File: src/dass_pkg.sv
// ----------------------------------------------------------------------------
// dass_pkg
// Shared types and constants of the dual-axis stroke sequencer.
// ----------------------------------------------------------------------------
package dass_pkg;

  // One-hot stroke phase of one axis
  typedef enum logic [6:0] {
    PH_IDLE       = 7'b0000001,
    PH_HOME       = 7'b0000010,
    PH_HOME_WAIT  = 7'b0000100,
    PH_HOME_DWELL = 7'b0001000,
    PH_RET        = 7'b0010000,
    PH_RET_WAIT   = 7'b0100000,
    PH_RET_DWELL  = 7'b1000000
  } phase_t;

  // Configuration register indexes
  typedef enum logic [2:0] {
    CFG_SYNC_MODE  = 3'd0,
    CFG_AXIS_FLAGS = 3'd1,
    CFG_X_STEPS    = 3'd2,
    CFG_Y_STEPS    = 3'd3,
    CFG_X_DWELL    = 3'd4,
    CFG_Y_DWELL    = 3'd5
  } cfg_index_t;

  localparam int unsigned CfgDataW = 24;
  localparam int unsigned StepsW   = 24;
  localparam int unsigned MoveW    = 25;
  localparam int unsigned DwellW   = 16;
  localparam int unsigned CountW   = 32;
  localparam int unsigned OffsetW  = 16;

  localparam logic [CountW-1:0] CountMax = 32'hFFFF_FFFF;

  typedef struct packed {
    logic tick_ms;
    logic start_x;
    logic stop_x;
    logic start_y;
    logic stop_y;
    logic x_idle;
    logic y_idle;
  } in_beat_t;

  typedef struct packed {
    logic              x_move;
    logic              x_dir;
    logic [MoveW-1:0]  x_steps;
    logic              y_move;
    logic              y_dir;
    logic [MoveW-1:0]  y_steps;
    logic              x_halt;
    logic              y_halt;
    logic [CountW-1:0] x_cycles;
    logic [CountW-1:0] y_cycles;
  } out_beat_t;

  // Result of one phase decision on a running axis
  typedef struct packed {
    phase_t            phase_next;
    logic              other_wr;
    phase_t            other_phase;
    logic [DwellW-1:0] dwell_next;
    logic [CountW-1:0] count_next;
    logic              move;
    logic              dir;
    logic [MoveW-1:0]  steps;
  } step_res_t;

endpackage

File: src/dass_axis_step.sv
// ----------------------------------------------------------------------------
// dass_axis_step
// One phase decision of a running axis, including the sync-mode handover.
// ----------------------------------------------------------------------------
module dass_axis_step (
  input  logic                          is_x,
  input  logic                          sync_mode,
  input  dass_pkg::phase_t              phase,
  input  logic [dass_pkg::DwellW-1:0]   dwell_left,
  input  logic [dass_pkg::CountW-1:0]   count,
  input  logic                          dir_bit,
  input  logic                          home_en,
  input  logic [dass_pkg::StepsW-1:0]   stroke_steps,
  input  logic [dass_pkg::DwellW-1:0]   dwell_ms,
  input  logic [dass_pkg::OffsetW-1:0]  home_offset,
  input  logic                          idle,
  output dass_pkg::step_res_t           res
);
  import dass_pkg::*;

  always_comb begin
    res             = '0;
    res.phase_next  = phase;
    res.other_phase = PH_IDLE;
    res.dwell_next  = dwell_left;
    res.count_next  = count;
    unique case (phase)
      PH_HOME: begin
        res.move       = 1'b1;
        res.dir        = dir_bit;
        res.steps      = MoveW'(stroke_steps)
                       + (home_en ? MoveW'(home_offset) : '0);
        res.phase_next = PH_HOME_WAIT;
      end
      PH_HOME_WAIT, PH_RET_WAIT: begin
        if (idle) begin
          res.dwell_next = dwell_ms;
          res.phase_next = (phase == PH_HOME_WAIT) ? PH_HOME_DWELL : PH_RET_DWELL;
        end
      end
      PH_HOME_DWELL: begin
        if (dwell_left == '0) begin
          if (sync_mode) begin
            res.other_wr    = 1'b1;
            res.other_phase = is_x ? PH_HOME : PH_RET;
            res.phase_next  = PH_IDLE;
          end else begin
            res.phase_next = PH_RET;
          end
        end
      end
      PH_RET: begin
        res.move       = 1'b1;
        res.dir        = ~dir_bit;
        res.steps      = MoveW'(stroke_steps);
        res.phase_next = PH_RET_WAIT;
      end
      PH_RET_DWELL: begin
        if (dwell_left == '0) begin
          if (count != CountMax) res.count_next = count + 1'b1;
          if (sync_mode) begin
            res.other_wr    = 1'b1;
            res.other_phase = is_x ? PH_RET : PH_HOME;
            res.phase_next  = PH_IDLE;
          end else begin
            res.phase_next = PH_HOME;
          end
        end
      end
      default: begin
      end
    endcase
  end

endmodule

File: src/dual_axis_stroke_sequencer.sv
// ----------------------------------------------------------------------------
// dual_axis_stroke_sequencer
// Home/return stroke sequencer for two stepper axes, X handled before Y.
// ----------------------------------------------------------------------------
// One input beat per poll, one result beat per poll. Each poll is resolved
// combinationally: the axis state registers are updated at the edge the
// input beat is accepted, and the result lands in the output register on
// that same edge, so the block takes a beat every cycle while its output
// register is empty or being read. The output register is the only buffer;
// while its beat is not taken, in_ready is low. Config writes go through
// cfg_we/cfg_index and are expected while no poll is in flight.
module dual_axis_stroke_sequencer #(
  parameter int unsigned HOME_OFFSET_STEPS = 200
) (
  input  logic                            clk,
  input  logic                            rst,
  // poll channel
  input  logic                            in_valid,
  output logic                            in_ready,
  input  dass_pkg::in_beat_t              in_data,
  // result channel
  output logic                            out_valid,
  input  logic                            out_ready,
  output dass_pkg::out_beat_t             out_data,
  // config write port
  input  logic                            cfg_we,
  input  logic [2:0]                      cfg_index,
  input  logic [dass_pkg::CfgDataW-1:0]   cfg_data
);
  import dass_pkg::*;

  localparam logic [OffsetW-1:0] HomeOffset = OffsetW'(HOME_OFFSET_STEPS);

  // config registers
  logic              sync_mode;
  logic [3:0]        axis_flags;
  logic [StepsW-1:0] x_stroke_steps, y_stroke_steps;
  logic [DwellW-1:0] x_dwell_ms, y_dwell_ms;

  // axis state
  logic              x_running, y_running;
  phase_t            x_phase, y_phase;
  logic [DwellW-1:0] x_dwell_left, y_dwell_left;
  logic [CountW-1:0] x_cycle_count, y_cycle_count;

  logic              x_running_next, y_running_next;
  phase_t            x_phase_next, y_phase_next;
  logic [DwellW-1:0] x_dwell_left_next, y_dwell_left_next;
  logic [CountW-1:0] x_cycle_count_next, y_cycle_count_next;

  logic              accept;
  logic [DwellW-1:0] x_dwell_tk, y_dwell_tk;   // after the ms tick
  phase_t            y_phase_mid;              // Y phase after the X pass
  step_res_t         x_res, y_res;
  out_beat_t         res_next;

  assign in_ready = ~out_valid | out_ready;
  assign accept   = in_valid & in_ready;

  // ms tick decrements nonzero dwell counters before any phase work
  assign x_dwell_tk = (in_data.tick_ms && x_dwell_left != '0) ? x_dwell_left - 1'b1
                                                              : x_dwell_left;
  assign y_dwell_tk = (in_data.tick_ms && y_dwell_left != '0) ? y_dwell_left - 1'b1
                                                              : y_dwell_left;

  dass_axis_step u_x_step (
    .is_x         (1'b1),
    .sync_mode    (sync_mode),
    .phase        (x_phase),
    .dwell_left   (x_dwell_tk),
    .count        (x_cycle_count),
    .dir_bit      (axis_flags[0]),
    .home_en      (axis_flags[2]),
    .stroke_steps (x_stroke_steps),
    .dwell_ms     (x_dwell_ms),
    .home_offset  (HomeOffset),
    .idle         (in_data.x_idle),
    .res          (x_res)
  );

  // Y sees the phase as X left it (sync handover may have just written it)
  dass_axis_step u_y_step (
    .is_x         (1'b0),
    .sync_mode    (sync_mode),
    .phase        (y_phase_mid),
    .dwell_left   (y_dwell_tk),
    .count        (y_cycle_count),
    .dir_bit      (axis_flags[1]),
    .home_en      (axis_flags[3]),
    .stroke_steps (y_stroke_steps),
    .dwell_ms     (y_dwell_ms),
    .home_offset  (HomeOffset),
    .idle         (in_data.y_idle),
    .res          (y_res)
  );

  // X pass then Y pass, in poll order
  logic   y_drop;
  logic   x_run_mid, y_run_mid;
  phase_t x_phase_mid;

  always_comb begin
    res_next           = '0;
    y_drop             = 1'b0;
    x_run_mid          = x_running;
    y_run_mid          = y_running;
    x_phase_mid        = x_phase;
    y_phase_mid        = y_phase;
    x_dwell_left_next  = x_dwell_tk;
    y_dwell_left_next  = y_dwell_tk;
    x_cycle_count_next = x_cycle_count;
    y_cycle_count_next = y_cycle_count;

    // axis X: stop beats start
    priority if (in_data.stop_x) begin
      x_phase_mid     = PH_IDLE;
      x_run_mid       = 1'b0;
      res_next.x_halt = 1'b1;
      if (sync_mode) begin
        y_phase_mid     = PH_IDLE;
        y_run_mid       = 1'b0;
        res_next.y_halt = 1'b1;
        y_drop          = 1'b1;
      end
    end else if (in_data.start_x) begin
      x_phase_mid = PH_HOME;
      x_run_mid   = 1'b1;
      if (sync_mode) begin
        y_phase_mid = PH_IDLE;
        y_run_mid   = 1'b1;
        y_drop      = 1'b1;
      end
    end else if (x_running) begin
      x_phase_mid        = x_res.phase_next;
      if (x_res.other_wr) y_phase_mid = x_res.other_phase;
      x_dwell_left_next  = x_res.dwell_next;
      x_cycle_count_next = x_res.count_next;
      res_next.x_move    = x_res.move;
      res_next.x_dir     = x_res.dir;
      res_next.x_steps   = x_res.steps;
    end else begin
    end

    x_running_next = x_run_mid;
    y_running_next = y_run_mid;
    x_phase_next   = x_phase_mid;
    y_phase_next   = y_phase_mid;

    // axis Y; a sync-mode X request swallows the Y request
    priority if (in_data.stop_y && !y_drop) begin
      y_phase_next    = PH_IDLE;
      y_running_next  = 1'b0;
      res_next.y_halt = 1'b1;
      if (sync_mode) begin
        x_phase_next    = PH_IDLE;
        x_running_next  = 1'b0;
        res_next.x_halt = 1'b1;
      end
    end else if (in_data.start_y && !y_drop) begin
      y_running_next = 1'b1;
      if (sync_mode) begin
        x_phase_next   = PH_HOME;
        y_phase_next   = PH_IDLE;
        x_running_next = 1'b1;
      end else begin
        y_phase_next = PH_HOME;
      end
    end else if (y_run_mid) begin
      y_phase_next       = y_res.phase_next;
      if (y_res.other_wr) x_phase_next = y_res.other_phase;
      y_dwell_left_next  = y_res.dwell_next;
      y_cycle_count_next = y_res.count_next;
      res_next.y_move    = y_res.move;
      res_next.y_dir     = y_res.dir;
      res_next.y_steps   = y_res.steps;
    end else begin
    end

    res_next.x_cycles = x_cycle_count_next;
    res_next.y_cycles = y_cycle_count_next;
  end

  // config registers
  always_ff @(posedge clk) begin
    if (rst) begin
      sync_mode      <= 1'b0;
      axis_flags     <= '0;
      x_stroke_steps <= '0;
      y_stroke_steps <= '0;
      x_dwell_ms     <= '0;
      y_dwell_ms     <= '0;
    end else if (cfg_we) begin
      unique case (cfg_index)
        CFG_SYNC_MODE:  sync_mode      <= cfg_data[0];
        CFG_AXIS_FLAGS: axis_flags     <= cfg_data[3:0];
        CFG_X_STEPS:    x_stroke_steps <= cfg_data[StepsW-1:0];
        CFG_Y_STEPS:    y_stroke_steps <= cfg_data[StepsW-1:0];
        CFG_X_DWELL:    x_dwell_ms     <= cfg_data[DwellW-1:0];
        CFG_Y_DWELL:    y_dwell_ms     <= cfg_data[DwellW-1:0];
        default: begin
        end
      endcase
    end
  end

  // axis state, updated once per accepted poll
  always_ff @(posedge clk) begin
    if (rst) begin
      x_running     <= 1'b0;
      y_running     <= 1'b0;
      x_phase       <= PH_IDLE;
      y_phase       <= PH_IDLE;
      x_dwell_left  <= '0;
      y_dwell_left  <= '0;
      x_cycle_count <= '0;
      y_cycle_count <= '0;
    end else if (accept) begin
      x_running     <= x_running_next;
      y_running     <= y_running_next;
      x_phase       <= x_phase_next;
      y_phase       <= y_phase_next;
      x_dwell_left  <= x_dwell_left_next;
      y_dwell_left  <= y_dwell_left_next;
      x_cycle_count <= x_cycle_count_next;
      y_cycle_count <= y_cycle_count_next;
    end
  end

  // output register
  always_ff @(posedge clk) begin
    if (rst) begin
      out_valid <= 1'b0;
    end else if (accept) begin
      out_valid <= 1'b1;
    end else if (out_ready) begin
      out_valid <= 1'b0;
    end
  end

  always_ff @(posedge clk) begin
    if (accept) begin
      out_data <= res_next;
    end
  end

`ifndef ASSERT_OFF
  // every accepted poll leaves a result beat waiting
  a_accept_gives_beat: assert property (@(posedge clk) disable iff (rst)
    accept |=> out_valid)
    else $error("accepted poll produced no result beat");

  // cycle counters only move up (saturating)
  a_x_count_mono: assert property (@(posedge clk) disable iff (rst)
    x_cycle_count >= $past(x_cycle_count))
    else $error("X cycle count went down");

  a_y_count_mono: assert property (@(posedge clk) disable iff (rst)
    y_cycle_count >= $past(y_cycle_count))
    else $error("Y cycle count went down");
`endif

endmodule

File: config.mk
export PLATFORM = sky130hd
export DESIGN_NAME = dual_axis_stroke_sequencer
export DESIGN_NICKNAME = d
export VERILOG_FILES = /design/src/dass_pkg.sv /design/src/dass_axis_step.sv /design/src/dual_axis_stroke_sequencer.sv
export SDC_FILE = /design/constraint.sdc
export NUM_CORES = 1
export LEC_CHECK = 0
export BUFFER_PORTS_ARGS = -buffer_cell sky130_fd_sc_hd__buf_4
export CAP_MARGIN = 10
export CORE_ASPECT_RATIO = 1.2
export CORE_MARGIN = 2
export CORE_UTILIZATION = 45
export CTS_CLUSTER_SIZE = 16
export DETAILED_ROUTE_END_ITERATION = 7
export RECOVER_POWER = 100
export SYNTH_ARGS = -nofsm -noshare
export SYNTH_HDL_FRONTEND = slang
export SYNTH_SLANG_ARGS = --single-unit
File: constraint.sdc
create_clock -name clk -period 10.25 [get_ports clk]
set_input_delay 0.5125 -clock clk [delete_from_list [all_inputs] [get_ports clk]]
set_output_delay 0.5125 -clock clk [all_outputs]
set_load 0.005 [all_outputs]
==> flow_summary.ini <==
[drt]
postRouteAntennaNets = 0
vias_per_cell = 5.671
topRoutingLayerUsed = met4
wl_per_cell_um = 17.24
drt_iter0_drc = 1084
dr_wl_met2_um = 20510
first_pass_iters = 5
vias = 13740
wl_um = 41760
met1_length_um = 17880
drc = 0
wl_met3_um = 2212

[layout]
mostFrequentLayoutCell = nand2_1
design_area_mm2 = 0.01835
filler_cell_count = 3288
n_antenna_cell = 0
layout_common_cells = nand2_1 (280), dfxtp_1 (198), nor2_1 (192), a21oi_1 (178), edfxtp_1 (120)
utilization_pct = 52.56
final_net_count = 1988
drive_above_1_share_pct = 12.24
syn_to_final_growth_pct = 15.46
final-seq-area_mm2 = 0.007567
multi_input_area_mm2 = 0.007756

[cts]
cts_root_buffer = clkbuf_16
insertion_delay_ns = 0.52
clock_path_buffers = 3
post_cts_resized = 0
numCtsBuffers = 34
cts.htree.levels = 2
post-cts-setup-buffers = 0
hold_buffers = 0
clk_pin_slew_ns = 0.06
clock_sinks = 318
cts_tree = yes

[die]
rows = 75
dieHeight_um = 209.9
start_util_pct = 45.52
die-area_mm2 = 0.03684
io_pins = 161
dieWidth_um = 175.5
core-area_mm2 = 0.03491

[logic_synthesis]
synth_edf_count = 120
netlist_area_mm2 = 0.01589
avgSynthCellArea_um2 = 8.627
ys.flop_type = dfxtp_1
ys_seq_elements = 318
synthesis.nets = 1894
syn_inst = 1842
ys_async_sr_fraction_pct = 0
yosys_warnings = 0
ys_types = 80
seq_area_frac_synth_pct = 47.62

[power_and_ir_drop]
power_frac_seq_pct = 39.5
pwr-share-comb_pct = 28.8
switching_share_pct = 32.97
power_uw = 3792
p_sw_uw = 1250
pwr_density_cell_mw_per_mm2 = 206.7
p_clk_share_pct = 31.7
p_leak_uw = 0.006536
power.internal_uw = 2542
peakVddDrop_mv = 0.1210

[setup_path]
slowest_delay_ns = 4.02
required_ns = 10.54
r2r_start = out_valid$_SDFFE_PP0P_
crit_family = buffers and inverters
critPathMaxFanout = 129
timing.rr.end = y_phase[6]$_SDFFE_PP0P_
rrSetupSlack_ns = 4.24
slowest_stage = clkbuf_1
critPathCaptureType = flip-flop
crit_buf_inv = 2
crit_chain = clkbuf_1 > clkbuf_1 > o32ai_1
criticalPathCategory = in -> reg
rr_worst_depth = 9
start_kind = input port
critPathMostFrequentCell = clkbuf_1
crit_arrival_ns = 7.17

[sta]
period_minus_slack_ns = 6.885
tightest_slew_ns = 5.996
slew_viol_final = 275
finalClockSkew_ns = 0.01336
max_freq_mhz = 145.2
fin_tns_setup_ns = 0
slew_headroom_pct = -299.7
hold_viol = 0
setup_viol_count_final = 0
rsz0062_at_grt = no
timing.final.crit_share_pct = 67.17
setup_slack_ns = 3.365

[placement]
dp_hpwl_um = 28190
dp_slack_ns = 5.239
portBuffers = 160
place.gp.congestion = 0.8837
dpl_cell_area_mm2 = 0.01733

[flow_run]
cap_violations = 3

[worst_hold_path]
min_to = y_stroke_steps[20]$_SDFFE_PP0P_
min_path_cells = 3
hold_path.class = in -> reg
min_from = cfg_data[20]

[grt]
antenna_found_initial = 0
overflow = 0
grt_max_degree = 130
grt_pass1_wl_um = 67880
track_usage_pct = 22.63
grt_pass1_vias = 13090

[outcome]
outcome = finished with violations
violations = capacitance limit, slew limit
flip-flops by register name, indices dropped and copies added, names as in the netlist, 4 cells and up:
name,count
x_dwell_left,16
x_cycle_count,32
x_stroke_steps,24
x_dwell_ms,16
y_dwell_ms,16
y_stroke_steps,24
y_cycle_count,32
out_data,120
axis_flags,4
y_dwell_left,16
y_phase,7
x_phase,7
worst max-delay path by stage:
stage	startpoint	to	slack, ns	cells past startpoint
detailed placement	x_dwell_left[7]$_SDFFE_PP0P_	y_cycle_count[31]$_SDFFE_PP0P_	5.24	10
floorplan	out_ready	x_phase[1]$_SDFFE_PP0P_	4.97	6
global placement	x_dwell_left[7]$_SDFFE_PP0P_	y_cycle_count[31]$_SDFFE_PP0P_	5.36	10
global route	rst	y_dwell_left[0]$_SDFFE_PP0P_	2.76	3
finish	rst	y_dwell_left[0]$_SDFFE_PP0P_	3.36	3
CTS	x_dwell_left[7]$_SDFFE_PP0P_	y_cycle_count[31]$_SDFFE_PP0P_	5.21	10
metal layers:
layer	track usage, %	vias up
li1	-	6791
met1	28.64	6483
met2	39.64	384
met3	3.569	82
met4	6.925	0
met5	0	-
through the flow:
stage / cells / hold slack [ns]
floorplan: 1842 / 0.4317
global placement: 2362 / 0.4414
detailed placement: 2362 / 0.4450
CTS: 2423 / 0.2340
global route: 2423 / 0.2489
finish: 2423 / 0.2549
Yosys cell counts, types with 11 or more instances:
master | number | area [um^2]
nand2_1 | 281 | 1055
dfxtp_1 | 198 | 3964
nor2_1 | 192 | 720.7
a21oi_1 | 178 | 890.9
edfxtp_1 | 120 | 3603
clkbuf_1 | 103 | 386.6
o21ai_0 | 86 | 430.4
nand3_1 | 68 | 340.3
nor3_1 | 67 | 335.3
xor2_1 | 55 | 481.7
xnor2_1 | 52 | 455.4
nand4_1 | 39 | 244.0
or3_1 | 34 | 212.7
nor4_1 | 32 | 200.2
inv_1 | 29 | 108.9
and3_1 | 26 | 162.7
a31oi_1 | 22 | 137.6
a22oi_1 | 19 | 142.6
or4_1 | 15 | 112.6
and2_1 | 14 | 87.58
ha_1 | 13 | 162.7
nand3b_1 | 13 | 97.59
mux2i_1 | 11 | 110.1
cells by family after synthesis:
kind of cell / Yosys count / synth area share (%)
muxes: 17 / 1.118
and+or+nand+nor: 843 / 25.66
AOI/OAI and AO/OA: 401 / 15.17
xor gates and xnor gates: 107 / 5.898
adders and majority gates: 13 / 1.024
buffers and inverters: 143 / 3.504
DFF: 318 / 47.62
power by group through the flow:
stage	clock (uW)	sequential (uW)	combinational, uW
after floorplan	0	1490	887
after CTS	1240	1490	1110
after global routing	1280	1510	1220
after detailed placement	0	1520	1100
after global placement	0	1520	1090
final	1200	1500	1090
cell type report:
type                            count  area share, %
Inverter                           30         0.6410
Clock buffer                       49          5.278
Clock inverter                     12         0.6206
Timing Repair Buffer              171          6.792
Sequential cell                   318          41.24
Tap cell                          462          3.151
Multi-Input combinational cell   1381          42.27
worst reg2reg max path: stages, from the launching register on:
cell and delay, ns:
dfxtp_1 0.33, nand2b_1 0.10, nand2_2 0.08, clkbuf_1 2.77, inv_6 0.57, buf_4 0.71
buf_4 0.51, o22ai_1 0.47, a31oi_1 0.17, o32ai_1 0.23
Note: power is estimated with default switching activity, not from simulation.
